`config.mk`:
```
export PLATFORM = sky130hd
export DESIGN_NAME = weather_frame_decoder_unit
export DESIGN_NICKNAME = d
export VERILOG_FILES = /design/src/sv/wfd_pkg.sv /design/src/sv/weather_frame_decoder_unit.sv /design/src/sv/wfd_front.sv /design/src/sv/wfd_queue.sv /design/src/sv/wfd_back.sv
export VERILOG_INCLUDE_DIRS = /design/src /design/src/sv
export SDC_FILE = /design/constraint.sdc
export NUM_CORES = 2
export LEC_CHECK = 0
export ABC_AREA = 1
export BUFFER_PORTS_ARGS = -buffer_cell sky130_fd_sc_hd__buf_2
export CAP_MARGIN = 20
export CELL_PAD_IN_SITES_DETAIL_PLACEMENT = 0
export CELL_PAD_IN_SITES_GLOBAL_PLACEMENT = 2
export CORE_MARGIN = 2
export CORE_UTILIZATION = 43
export CTS_CLUSTER_SIZE = 25
export DETAILED_ROUTE_END_ITERATION = 8
export PLACE_DENSITY_LB_ADDON = 0.25
export REMOVE_ABC_BUFFERS = 1
export SLEW_MARGIN = 10
export SYNTH_ARGS = -nofsm -noshare
export SYNTH_HDL_FRONTEND = slang
export SYNTH_SLANG_ARGS = --single-unit
```
`constraint.sdc`:
```
create_clock -name clk_i -period 16.8 [get_ports clk_i]
set_input_delay 0.84 -clock clk_i [delete_from_list [all_inputs] [get_ports clk_i]]
set_output_delay 0.84 -clock clk_i [all_outputs]
set_load 0.02 [all_outputs]
```
`src/sv/weather_frame_decoder_unit_macros.svh`:
```
// Assertion macros shared by the weather frame decoder front parser and queue.
// The macros expect clk_i and rst_ni to be visible where they are used.
`ifndef WEATHER_FRAME_DECODER_UNIT_MACROS_SVH
`define WEATHER_FRAME_DECODER_UNIT_MACROS_SVH
`ifndef SYNTH
`define WFD_ASSERT(lbl, prop, msg) \
  lbl: assert property (@(posedge clk_i) disable iff (!rst_ni) (prop)) else $error(msg);
`define WFD_NEVER(lbl, cond, msg) \
  lbl: assert property (@(posedge clk_i) disable iff (!rst_ni) !(cond)) else $error(msg);
`else
`define WFD_ASSERT(lbl, prop, msg)
`define WFD_NEVER(lbl, cond, msg)
`endif
`endif

```
`src/sv/wfd_pkg.sv`:
```
package wfd_pkg;

  localparam logic [7:0] START_BYTE = 8'h63;
  localparam int         FRAME_LEN  = 35;
  localparam int         POS_W      = 6;
  localparam logic [POS_W-1:0] LAST_POS = POS_W'(FRAME_LEN - 1);

  localparam int SPD_W  = 10;
  localparam int HUM_W  = 7;
  localparam int PRES_W = 17;
  localparam int WIND_W = 26;
  localparam int TEMP_W = 17;
  localparam int RAIN_W = 18;

  // Unit conversion constants.
  localparam logic [18:0] UM_S_PER_MPH      = 19'd447040;
  localparam logic [7:0]  UM_PER_CENTI_INCH = 8'd254;
  localparam logic [WIND_W-1:0] WIND_MAX    = {WIND_W{1'b1}};
  localparam logic [SPD_W-1:0]  F_OFFSET    = 10'd32;
  localparam logic [8:0]  CENTI_X5          = 9'd500;
  localparam logic [2:0]  ROUND_BIAS        = 3'd4;
  // floor(x / 9) == (x * RECIP_NINE) >> RECIP_SHIFT for every x below 2**21.
  localparam logic [20:0] RECIP_NINE        = 21'd1864136;
  localparam int          RECIP_SHIFT       = 24;

  localparam int Q_DEPTH = 2;
  localparam int Q_PTR_W = $clog2(Q_DEPTH);
  localparam int Q_CNT_W = $clog2(Q_DEPTH + 1);

  localparam int OUT_TDATA_W = 144;

  // Raw accumulator contents of one finished frame.
  typedef struct packed {
    logic [SPD_W-1:0]  dir;
    logic [SPD_W-1:0]  avg;
    logic [SPD_W-1:0]  peak;
    logic [SPD_W-1:0]  fahr;
    logic [SPD_W-1:0]  rain_h;
    logic [SPD_W-1:0]  rain_d;
    logic [HUM_W-1:0]  hum;
    logic [PRES_W-1:0] pres;
    logic              err;
  } wfd_raw_t;

  typedef struct packed {
    logic full;
    logic empty;
  } wfd_q_stat_t;

endpackage

```
`src/sv/weather_frame_decoder_unit.sv`:
```
// After the transfer of the 35th frame byte, the record passes the queue, stage A, stage B and the output register.
// Throughput: one byte per cycle on the input; the output side can take a record per cycle.
// The input stalls only on a frame's last byte while the two-entry record queue is full.
// Reset: rst_ni is asynchronous and active low; it empties the queue and the pipeline
// and returns the parser to waiting for the start byte.
module weather_frame_decoder_unit (
  input  logic         clk_i,
  input  logic         rst_ni,
  input  logic         s_axis_tvalid_i,
  output logic         s_axis_tready_o,
  input  logic [7:0]   s_axis_tdata_i,   // [7:0] rx_byte
  output logic         m_axis_tvalid_o,
  input  logic         m_axis_tready_i,
  // [9:0] wind_direction_deg, [35:10] wind_avg_um_s, [61:36] wind_peak_um_s,
  // [78:62] temperature_centi_c, [96:79] rain_hour_um, [114:97] rain_day_um,
  // [121:115] humidity_pct, [138:122] pressure_tenth_hpa, [139] format_error,
  // [143:140] zero
  output logic [143:0] m_axis_tdata_o
);
  import wfd_pkg::*;

  // The front parser walks the frame one byte per transfer. It drops bytes until
  // it sees the start byte, then accumulates the decimal digit ranges of the frame
  // into per-field registers and flags any non-digit byte found in a numeric range.
  // On the last frame byte it pushes the raw accumulators into a short queue.
  wfd_raw_t    rec;
  wfd_raw_t    q_data;
  wfd_q_stat_t q_stat;
  logic        push, pop;

  wfd_front u_front (
    .clk_i      (clk_i),
    .rst_ni     (rst_ni),
    .rx_valid_i (s_axis_tvalid_i),
    .rx_ready_o (s_axis_tready_o),
    .rx_byte_i  (s_axis_tdata_i),
    .q_stat_i   (q_stat),
    .push_o     (push),
    .rec_o      (rec)
  );

  // The queue decouples parsing from unit conversion, so a stalled output
  // does not hold up the incoming byte stream until the queue fills.
  wfd_queue u_queue (
    .clk_i  (clk_i),
    .rst_ni (rst_ni),
    .push_i (push),
    .data_i (rec),
    .pop_i  (pop),
    .data_o (q_data),
    .stat_o (q_stat)
  );

  // The back end converts units in a three-stage pipeline: constant multiplies,
  // then wind saturation and a reciprocal multiply that divides the temperature
  // by nine, then the sign of the temperature and the output register.
  wfd_back u_back (
    .clk_i     (clk_i),
    .rst_ni    (rst_ni),
    .q_stat_i  (q_stat),
    .q_data_i  (q_data),
    .pop_o     (pop),
    .m_valid_o (m_axis_tvalid_o),
    .m_ready_i (m_axis_tready_i),
    .m_data_o  (m_axis_tdata_o)
  );

endmodule

```
`src/sv/wfd_front.sv`:
```
`include "weather_frame_decoder_unit_macros.svh"

module wfd_front (
  input  logic                clk_i,
  input  logic                rst_ni,
  input  logic                rx_valid_i,
  output logic                rx_ready_o,
  input  logic [7:0]          rx_byte_i,
  input  wfd_pkg::wfd_q_stat_t q_stat_i,
  output logic                push_o,
  output wfd_pkg::wfd_raw_t   rec_o
);
  import wfd_pkg::*;

  localparam logic [7:0] ASCII_ZERO = 8'h30;
  localparam logic [7:0] ASCII_NINE = 8'h39;

  typedef enum logic [3:0] {
    FLD_NONE, FLD_DIR, FLD_AVG, FLD_PEAK, FLD_TEMP,
    FLD_RAINH, FLD_RAIND, FLD_HUM, FLD_PRES
  } fld_e;

  function automatic logic [PRES_W-1:0] push_digit(logic [PRES_W-1:0] acc, logic [3:0] d);
    logic [PRES_W+3:0] t;
    t = {acc, 3'b000} + {2'b00, acc, 1'b0} + (PRES_W+4)'(d);
    return t[PRES_W-1:0];
  endfunction

  logic [POS_W-1:0] pos_q;
  wfd_raw_t         rec_q, rec_d;
  fld_e             fld;
  logic             accept, is_digit;
  logic [3:0]       digit;

  assign accept   = rx_valid_i && rx_ready_o;
  assign is_digit = (rx_byte_i >= ASCII_ZERO) && (rx_byte_i <= ASCII_NINE);
  assign digit    = is_digit ? 4'(rx_byte_i - ASCII_ZERO) : 4'd0;

  // Only the last byte of a frame hands a record to the queue.
  assign rx_ready_o = !((pos_q == LAST_POS) && q_stat_i.full);
  assign push_o     = accept && (pos_q == LAST_POS);
  assign rec_o      = rec_q;

  always_comb begin
    unique case (pos_q) inside
      [6'd1:6'd3]:   fld = FLD_DIR;
      [6'd5:6'd7]:   fld = FLD_AVG;
      [6'd9:6'd11]:  fld = FLD_PEAK;
      [6'd13:6'd15]: fld = FLD_TEMP;
      [6'd17:6'd19]: fld = FLD_RAINH;
      [6'd21:6'd23]: fld = FLD_RAIND;
      [6'd25:6'd26]: fld = FLD_HUM;
      [6'd28:6'd32]: fld = FLD_PRES;
      default:       fld = FLD_NONE;
    endcase
  end

  always_comb begin
    rec_d = rec_q;
    unique case (fld)
      FLD_DIR:   rec_d.dir    = SPD_W'(push_digit(PRES_W'(rec_q.dir), digit));
      FLD_AVG:   rec_d.avg    = SPD_W'(push_digit(PRES_W'(rec_q.avg), digit));
      FLD_PEAK:  rec_d.peak   = SPD_W'(push_digit(PRES_W'(rec_q.peak), digit));
      FLD_TEMP:  rec_d.fahr   = SPD_W'(push_digit(PRES_W'(rec_q.fahr), digit));
      FLD_RAINH: rec_d.rain_h = SPD_W'(push_digit(PRES_W'(rec_q.rain_h), digit));
      FLD_RAIND: rec_d.rain_d = SPD_W'(push_digit(PRES_W'(rec_q.rain_d), digit));
      FLD_HUM:   rec_d.hum    = HUM_W'(push_digit(PRES_W'(rec_q.hum), digit));
      FLD_PRES:  rec_d.pres   = push_digit(rec_q.pres, digit);
      default: begin
      end
    endcase
    if ((fld != FLD_NONE) && !is_digit) begin
      rec_d.err = 1'b1;
    end
  end

  always_ff @(posedge clk_i or negedge rst_ni) begin
    if (!rst_ni) begin
      pos_q <= '0;
      rec_q <= '0;
    end else if (accept) begin
      if (pos_q == '0) begin
        if (rx_byte_i == START_BYTE) begin
          rec_q <= '0;
          pos_q <= POS_W'(1);
        end
      end else begin
        rec_q <= rec_d;
        pos_q <= (pos_q == LAST_POS) ? '0 : pos_q + POS_W'(1);
      end
    end
  end

  `WFD_NEVER(a_pos_range, pos_q > LAST_POS, "frame position beyond last byte")

endmodule

```
`src/sv/wfd_queue.sv`:
```
`include "weather_frame_decoder_unit_macros.svh"

module wfd_queue (
  input  logic                 clk_i,
  input  logic                 rst_ni,
  input  logic                 push_i,
  input  wfd_pkg::wfd_raw_t    data_i,
  input  logic                 pop_i,
  output wfd_pkg::wfd_raw_t    data_o,
  output wfd_pkg::wfd_q_stat_t stat_o
);
  import wfd_pkg::*;

  wfd_raw_t           ent_q [Q_DEPTH];
  logic [Q_PTR_W-1:0] wr_q, rd_q;
  logic [Q_CNT_W-1:0] cnt_q;

  assign stat_o.full  = (cnt_q == Q_CNT_W'(Q_DEPTH));
  assign stat_o.empty = (cnt_q == '0);
  assign data_o       = ent_q[rd_q];

  always_ff @(posedge clk_i) begin
    if (push_i) begin
      ent_q[wr_q] <= data_i;
    end
  end

  always_ff @(posedge clk_i or negedge rst_ni) begin
    if (!rst_ni) begin
      wr_q  <= '0;
      rd_q  <= '0;
      cnt_q <= '0;
    end else begin
      if (push_i) begin
        wr_q <= (wr_q == Q_PTR_W'(Q_DEPTH - 1)) ? '0 : wr_q + Q_PTR_W'(1);
      end
      if (pop_i) begin
        rd_q <= (rd_q == Q_PTR_W'(Q_DEPTH - 1)) ? '0 : rd_q + Q_PTR_W'(1);
      end
      if (push_i && !pop_i) begin
        cnt_q <= cnt_q + Q_CNT_W'(1);
      end else if (pop_i && !push_i) begin
        cnt_q <= cnt_q - Q_CNT_W'(1);
      end
    end
  end

  `WFD_NEVER(a_no_overflow, push_i && stat_o.full, "record pushed into a full queue")
  `WFD_NEVER(a_no_underflow, pop_i && stat_o.empty, "record popped from an empty queue")

endmodule

```
`src/sv/wfd_back.sv`:
```
module wfd_back (
  input  logic                     clk_i,
  input  logic                     rst_ni,
  input  wfd_pkg::wfd_q_stat_t     q_stat_i,
  input  wfd_pkg::wfd_raw_t        q_data_i,
  output logic                     pop_o,
  output logic                     m_valid_o,
  input  logic                     m_ready_i,
  output logic [wfd_pkg::OUT_TDATA_W-1:0] m_data_o
);
  import wfd_pkg::*;

  localparam int WPROD_W = 29;
  localparam int TX_W    = 19;
  localparam int TP_W    = 40;
  localparam int Q_W     = TP_W - RECIP_SHIFT;

  typedef struct packed {
    logic [SPD_W-1:0]   dir;
    logic [WPROD_W-1:0] avg_p;
    logic [WPROD_W-1:0] peak_p;
    logic               neg;
    logic [TX_W-1:0]    tx;
    logic [RAIN_W-1:0]  rain_h;
    logic [RAIN_W-1:0]  rain_d;
    logic [HUM_W-1:0]   hum;
    logic [PRES_W-1:0]  pres;
    logic               err;
  } stg_a_t;

  typedef struct packed {
    logic [SPD_W-1:0]  dir;
    logic [WIND_W-1:0] avg;
    logic [WIND_W-1:0] peak;
    logic              neg;
    logic [TP_W-1:0]   tp;
    logic [RAIN_W-1:0] rain_h;
    logic [RAIN_W-1:0] rain_d;
    logic [HUM_W-1:0]  hum;
    logic [PRES_W-1:0] pres;
    logic              err;
  } stg_b_t;

  stg_a_t a_q, a_d;
  stg_b_t b_q, b_d;
  logic [OUT_TDATA_W-1:0] o_q, o_d;
  logic a_vld_q, b_vld_q, o_vld_q, en;
  logic [SPD_W-1:0] mag;
  logic [Q_W-1:0]   quot;
  logic [TEMP_W-1:0] temp;

  // The whole pipeline advances while the output register is free or drained.
  assign en        = !o_vld_q || m_ready_i;
  assign pop_o     = en && !q_stat_i.empty;
  assign m_valid_o = o_vld_q;
  assign m_data_o  = o_q;

  // Stage A: constant multiplies and the Fahrenheit offset.
  always_comb begin
    mag = (q_data_i.fahr >= F_OFFSET) ? q_data_i.fahr - F_OFFSET : F_OFFSET - q_data_i.fahr;
    a_d.dir    = q_data_i.dir;
    a_d.avg_p  = WPROD_W'(q_data_i.avg) * WPROD_W'(UM_S_PER_MPH);
    a_d.peak_p = WPROD_W'(q_data_i.peak) * WPROD_W'(UM_S_PER_MPH);
    a_d.neg    = (q_data_i.fahr < F_OFFSET);
    a_d.tx     = TX_W'(mag) * TX_W'(CENTI_X5) + TX_W'(ROUND_BIAS);
    a_d.rain_h = RAIN_W'(q_data_i.rain_h) * RAIN_W'(UM_PER_CENTI_INCH);
    a_d.rain_d = RAIN_W'(q_data_i.rain_d) * RAIN_W'(UM_PER_CENTI_INCH);
    a_d.hum    = q_data_i.hum;
    a_d.pres   = q_data_i.pres;
    a_d.err    = q_data_i.err;
  end

  // Stage B: wind saturation and the reciprocal multiply for the divide by nine.
  always_comb begin
    b_d.dir    = a_q.dir;
    b_d.avg    = (a_q.avg_p > WPROD_W'(WIND_MAX)) ? WIND_MAX : a_q.avg_p[WIND_W-1:0];
    b_d.peak   = (a_q.peak_p > WPROD_W'(WIND_MAX)) ? WIND_MAX : a_q.peak_p[WIND_W-1:0];
    b_d.neg    = a_q.neg;
    b_d.tp     = TP_W'(a_q.tx) * TP_W'(RECIP_NINE);
    b_d.rain_h = a_q.rain_h;
    b_d.rain_d = a_q.rain_d;
    b_d.hum    = a_q.hum;
    b_d.pres   = a_q.pres;
    b_d.err    = a_q.err;
  end

  // Output stage: take the quotient, apply the sign and pack the record.
  always_comb begin
    quot = b_q.tp[TP_W-1:RECIP_SHIFT];
    temp = b_q.neg ? TEMP_W'(0) - TEMP_W'(quot) : TEMP_W'(quot);
    o_d  = {4'b0000, b_q.err, b_q.pres, b_q.hum, b_q.rain_d, b_q.rain_h,
            temp, b_q.peak, b_q.avg, b_q.dir};
  end

  always_ff @(posedge clk_i) begin
    if (en) begin
      a_q <= a_d;
      b_q <= b_d;
      o_q <= o_d;
    end
  end

  always_ff @(posedge clk_i or negedge rst_ni) begin
    if (!rst_ni) begin
      a_vld_q <= 1'b0;
      b_vld_q <= 1'b0;
      o_vld_q <= 1'b0;
    end else if (en) begin
      a_vld_q <= !q_stat_i.empty;
      b_vld_q <= a_vld_q;
      o_vld_q <= b_vld_q;
    end
  end

endmodule

```
==> impl.org <==
** Drt
- For this run, the detailed router's first-pass iteration total came to 5.
- Via density per instance :: slightly below 5
- Highest Signal Layer :: met4
- The routed design has around 87000 microns of wire.
- Detailed routing placed a total of 41300 microns of wire on met2.
- In the final routing, the length of wire on met1 measures between 40000 and 50000 microns.
- Violation count after the first detailed-routing iteration :: 1248
- The detail route stage leaves a number of antenna-violating nets equal to 0.
- Vias :: 25900
- Wire segments on met3 add up to around 2400 microns in the final route.
- Drc violations :: 0
- Avg WL per Cell :: 16.3 microns

** Setup path
- Maximum fanout count along the critical path :: 47
- Reg2Reg Launch Point :: u_queue.rd_q$_DFFE_PN0P_
- Element type at the critical path start :: register
- The worst setup path is captured at a register.
- Worst EP required :: roughly 17 ns
- Setup slack on the worst reg-to-reg path comes out at around 9.9 ns.
- Measured in cells, the most critical reg-to-reg path has a length of 27.
- The worst register-to-register path ends at u_back.a_q[75]$_DFFE_PP_.
- Classification of the worst setup path :: register to register
- Worst endpoint data arrival time :: a little over 7 ns

** Clock network
- Depth of the CTS H-tree :: 3
- The clock net in this run drives a total of 657 sinks.
- # resized after CTS :: 0
- The root buffer cell chosen for the clock tree is sky130_fd_sc_hd__clkbuf_16.
- Post-CTS repair timing setup buffer count :: 0
- TritonCTS built the clock tree.
- In this run, CTS created clock tree buffers numbering 77.
- Maximum root-to-sink buffer count :: 3
- Clock-pin slew was measured on the worst setup and hold paths at around 0.070 ns.
- At the later pin of the worst-skew pair, clock insertion delay measures ~0.64 ns.
- Hold buffer count at cts :: 0

** STA
- Time the worst path needs with I/O delays and setup :: 6.85 ns
- Total negative slack for setup checks :: 0 ns
- At the pin with the least slew margin, the transition time is 1.02 ns.
- Setup repair after global routing left no endpoint under its margin.
- The number of hold violations in the final report was 0.
- Final Slew Violations :: 0
- Fin Clk Skew :: ~0.026 ns
- Final cycle utilization of the critical path :: 0.408
- Static timing analysis puts the maximum clock frequency at 146 MHz.
- Headroom to the max-slew limit came out at 0.319.
- Setup violations remaining at the end of the flow were counted as 0.

** Global routing
- Global-route wire length before repair :: 141000 microns
- Via count of the first global-routing pass :: 26100
- The initial antenna violation count came to 0.
- After global routing the overflow that remains totals 0.
- Entering global routing, the biggest net connects 82 pins.
- For this run, the total global-route usage over all layers was measured as 0.180.

** Placed design
- Placer Congestion :: 0.845
- Number of buffer cells added on primary ports :: 151
- Detailed placement ended at an HPWL of ~66000 microns.

** Yosys
- The cell count after synthesis came out at between 3000 and 4000.
- During synthesis, Yosys emitted a total of 0 warnings.
- After synthesis, the share of flip-flops with an asynchronous set or reset is 0.149.
- The synthesized netlist occupies a cell area of a little over 40000 sq um.
- Yosys mapped a number of flops with a built-in enable equal to roughly 560.
- Avg Cell Area, Syn :: 11.0 sq um
- Sequential area share after synthesis :: 0.464
- In the synthesized netlist the dominant register cell turns out to be sky130_fd_sc_hd__edfxtp_1.
- Yosys mapped the design onto 51 distinct sky130hd cell types.
- Register bit total from synthesis :: 657

** Die
- Die Footprint :: 99000 sq um
- Area of the placeable core :: 95300 sq um
- Row generation in the floorplan step produced 113 rows.
- In this run the vertical extent of the chip is approximately 310 microns.
- For this configuration, the core starts out at a cell density of 0.435.
- In this run the count of I/O pins placed on the die edge is 158.
- Die X-Extent :: 315 microns

** Layout
- After the last flow step, the layout net total stands at about 4700.
- Share of layout cells above drive strength 1 :: 0.0944
- Antenna cells :: 0
- Area added between synthesis and finish :: 11.7%

** Run status
- Run status :: finished, final reports clean

** Hold path
- The tightest min-delay check is of the primary input to asynchronous set/reset pin type.

** Flow run
- Across the run, the number of max-cap violations was 0.
==> cell usage after synthesis, drive strengths merged, types with 12 or more instances <==
library cell,n,area [sq um]
buf,35,239
a21oi,172,861
nor3,32,165
a31oi,12,75.1
o21ai,146,738
inv,573,2150
ha,509,6370
clkbuf,21,78.8
nand2,715,2720
xor2,105,920
dfrtp,98,2450
o21bai,12,90.1
or2,65,407
nand3,137,686
nor2,168,659
edfxtp,559,16800
nand4,44,275
fa,239,4780
xnor2,54,473
==> flip-flops by register name, indices dropped and copies added, names as in the netlist <==
name              flops
u_queue.ent_q       170
u_back.a_q          133
u_back.b_q          128
u_back.m_data_o     128
u_front.rec_o        85
u_front.pos_q         6
u_queue.cnt_q         2
u_back.a_vld_q        1
u_back.b_vld_q        1
u_back.m_valid_o      1
u_queue.rd_q          1
u_queue.wr_q          1
==> metrics by stage <==
step                      utilization  hold slack [ns]  setup WS [ns]  cells  cell area, sq um
after floorplan                     -            0.400           4.46   3721             41200
after global routing            0.486            0.256           9.26   5299             46300
after global placement          0.459            0.400           9.93   5158             43700
after CTS                       0.486            0.218           9.78   5298             46300
final                           0.486            0.254           9.95   5299             46300
after detailed placement        0.459            0.405           9.82   5158             43700
==> critical path, stage by stage (launching register included) <==
cell                       delay (ns)
sky130_fd_sc_hd__dfrtp_4         0.82
sky130_fd_sc_hd__buf_4           0.52
sky130_fd_sc_hd__nand2_1         0.15
sky130_fd_sc_hd__o21ai_2         0.13
sky130_fd_sc_hd__nand2_1         0.11
sky130_fd_sc_hd__nor2_1          0.15
sky130_fd_sc_hd__nand2_1         0.12
sky130_fd_sc_hd__inv_1           0.18
sky130_fd_sc_hd__o21ai_0         0.13
sky130_fd_sc_hd__xor2_1          0.45
sky130_fd_sc_hd__inv_1           0.17
sky130_fd_sc_hd__fa_1            0.49
sky130_fd_sc_hd__fa_1            0.51
sky130_fd_sc_hd__inv_1           0.05
sky130_fd_sc_hd__fa_1            0.49
sky130_fd_sc_hd__inv_1           0.05
sky130_fd_sc_hd__fa_1            0.49
sky130_fd_sc_hd__inv_1           0.04
sky130_fd_sc_hd__ha_1            0.34
sky130_fd_sc_hd__nand2_1         0.12
sky130_fd_sc_hd__inv_1           0.06
sky130_fd_sc_hd__a21oi_1         0.18
sky130_fd_sc_hd__nand3_1         0.09
sky130_fd_sc_hd__nand2_1         0.15
sky130_fd_sc_hd__nand2_1         0.10
sky130_fd_sc_hd__nor2_1          0.18
sky130_fd_sc_hd__nand3b_1        0.12
sky130_fd_sc_hd__xor2_1          0.15
==> logic make-up (layout without fill, tap and decap cells) <==
family,after synthesis,after routing,synth area share
buffers and inverters,629,886,0.0595
flip-flops,657,657,0.464
adder cells (fa/ha/maj),748,748,0.269
AND/OR/NAND/NOR,1177,1177,0.121
XOR/XNOR,159,159,0.0336
other,1,6,0.0000904
AO/OA/AOI/OAI,401,401,0.0535
==> cell usage in the layout, fill, tap and decap left out, types with 135 or more instances in the layout <==
cell	netlist	routed
sky130_fd_sc_hd__a21oi_1	172	172
sky130_fd_sc_hd__nor2_1	164	162
sky130_fd_sc_hd__ha_1	509	509
sky130_fd_sc_hd__buf_2	8	150
sky130_fd_sc_hd__fa_1	239	239
sky130_fd_sc_hd__o21ai_0	135	135
sky130_fd_sc_hd__edfxtp_1	559	559
sky130_fd_sc_hd__nand2_1	709	708
sky130_fd_sc_hd__nand3_1	137	137
sky130_fd_sc_hd__inv_1	570	570
==> routing by layer <==
| metal | vias up | global-route usage |
|---|---|---|
| met4 | 0 | 0.0468 |
| met1 | 12400 | 0.249 |
| met2 | 314 | 0.298 |
| li1 | 13000 | - |
| met5 | - | 0 |
| met3 | 120 | 0.0233 |
==> cell type report <==
class                      count  area [sq um]
clock buffer                  91          2040
clock inverter                49           556
fill                        8816         49000
inverter                     573          2150
multi-input combinational   2491         19800
sequential                   657         19200
tap                         1265          1580
timing repair buffer         173           936
==> worst max path at each step <==
stage | slack, ns | from | endpoint | depth (start not counted)
floorplan | 4.46 | m_axis_tready_i | u_queue.cnt_q[1]$_DFFE_PN0P_ | 7
global placement | 9.93 | u_queue.rd_q$_DFFE_PN0P_ | u_back.a_q[75]$_DFFE_PP_ | 27
detailed placement | 9.82 | u_queue.rd_q$_DFFE_PN0P_ | u_back.a_q[75]$_DFFE_PP_ | 27
CTS | 9.78 | u_queue.rd_q$_DFFE_PN0P_ | u_back.a_q[75]$_DFFE_PP_ | 27
global route | 9.26 | u_queue.rd_q$_DFFE_PN0P_ | u_back.a_q[75]$_DFFE_PP_ | 27
finish | 9.95 | u_queue.rd_q$_DFFE_PN0P_ | u_back.a_q[75]$_DFFE_PP_ | 27
Power is left out: the tool's default activity adds up to more than one toggle a clock period on the data nets, which glitch-free logic cannot reach.
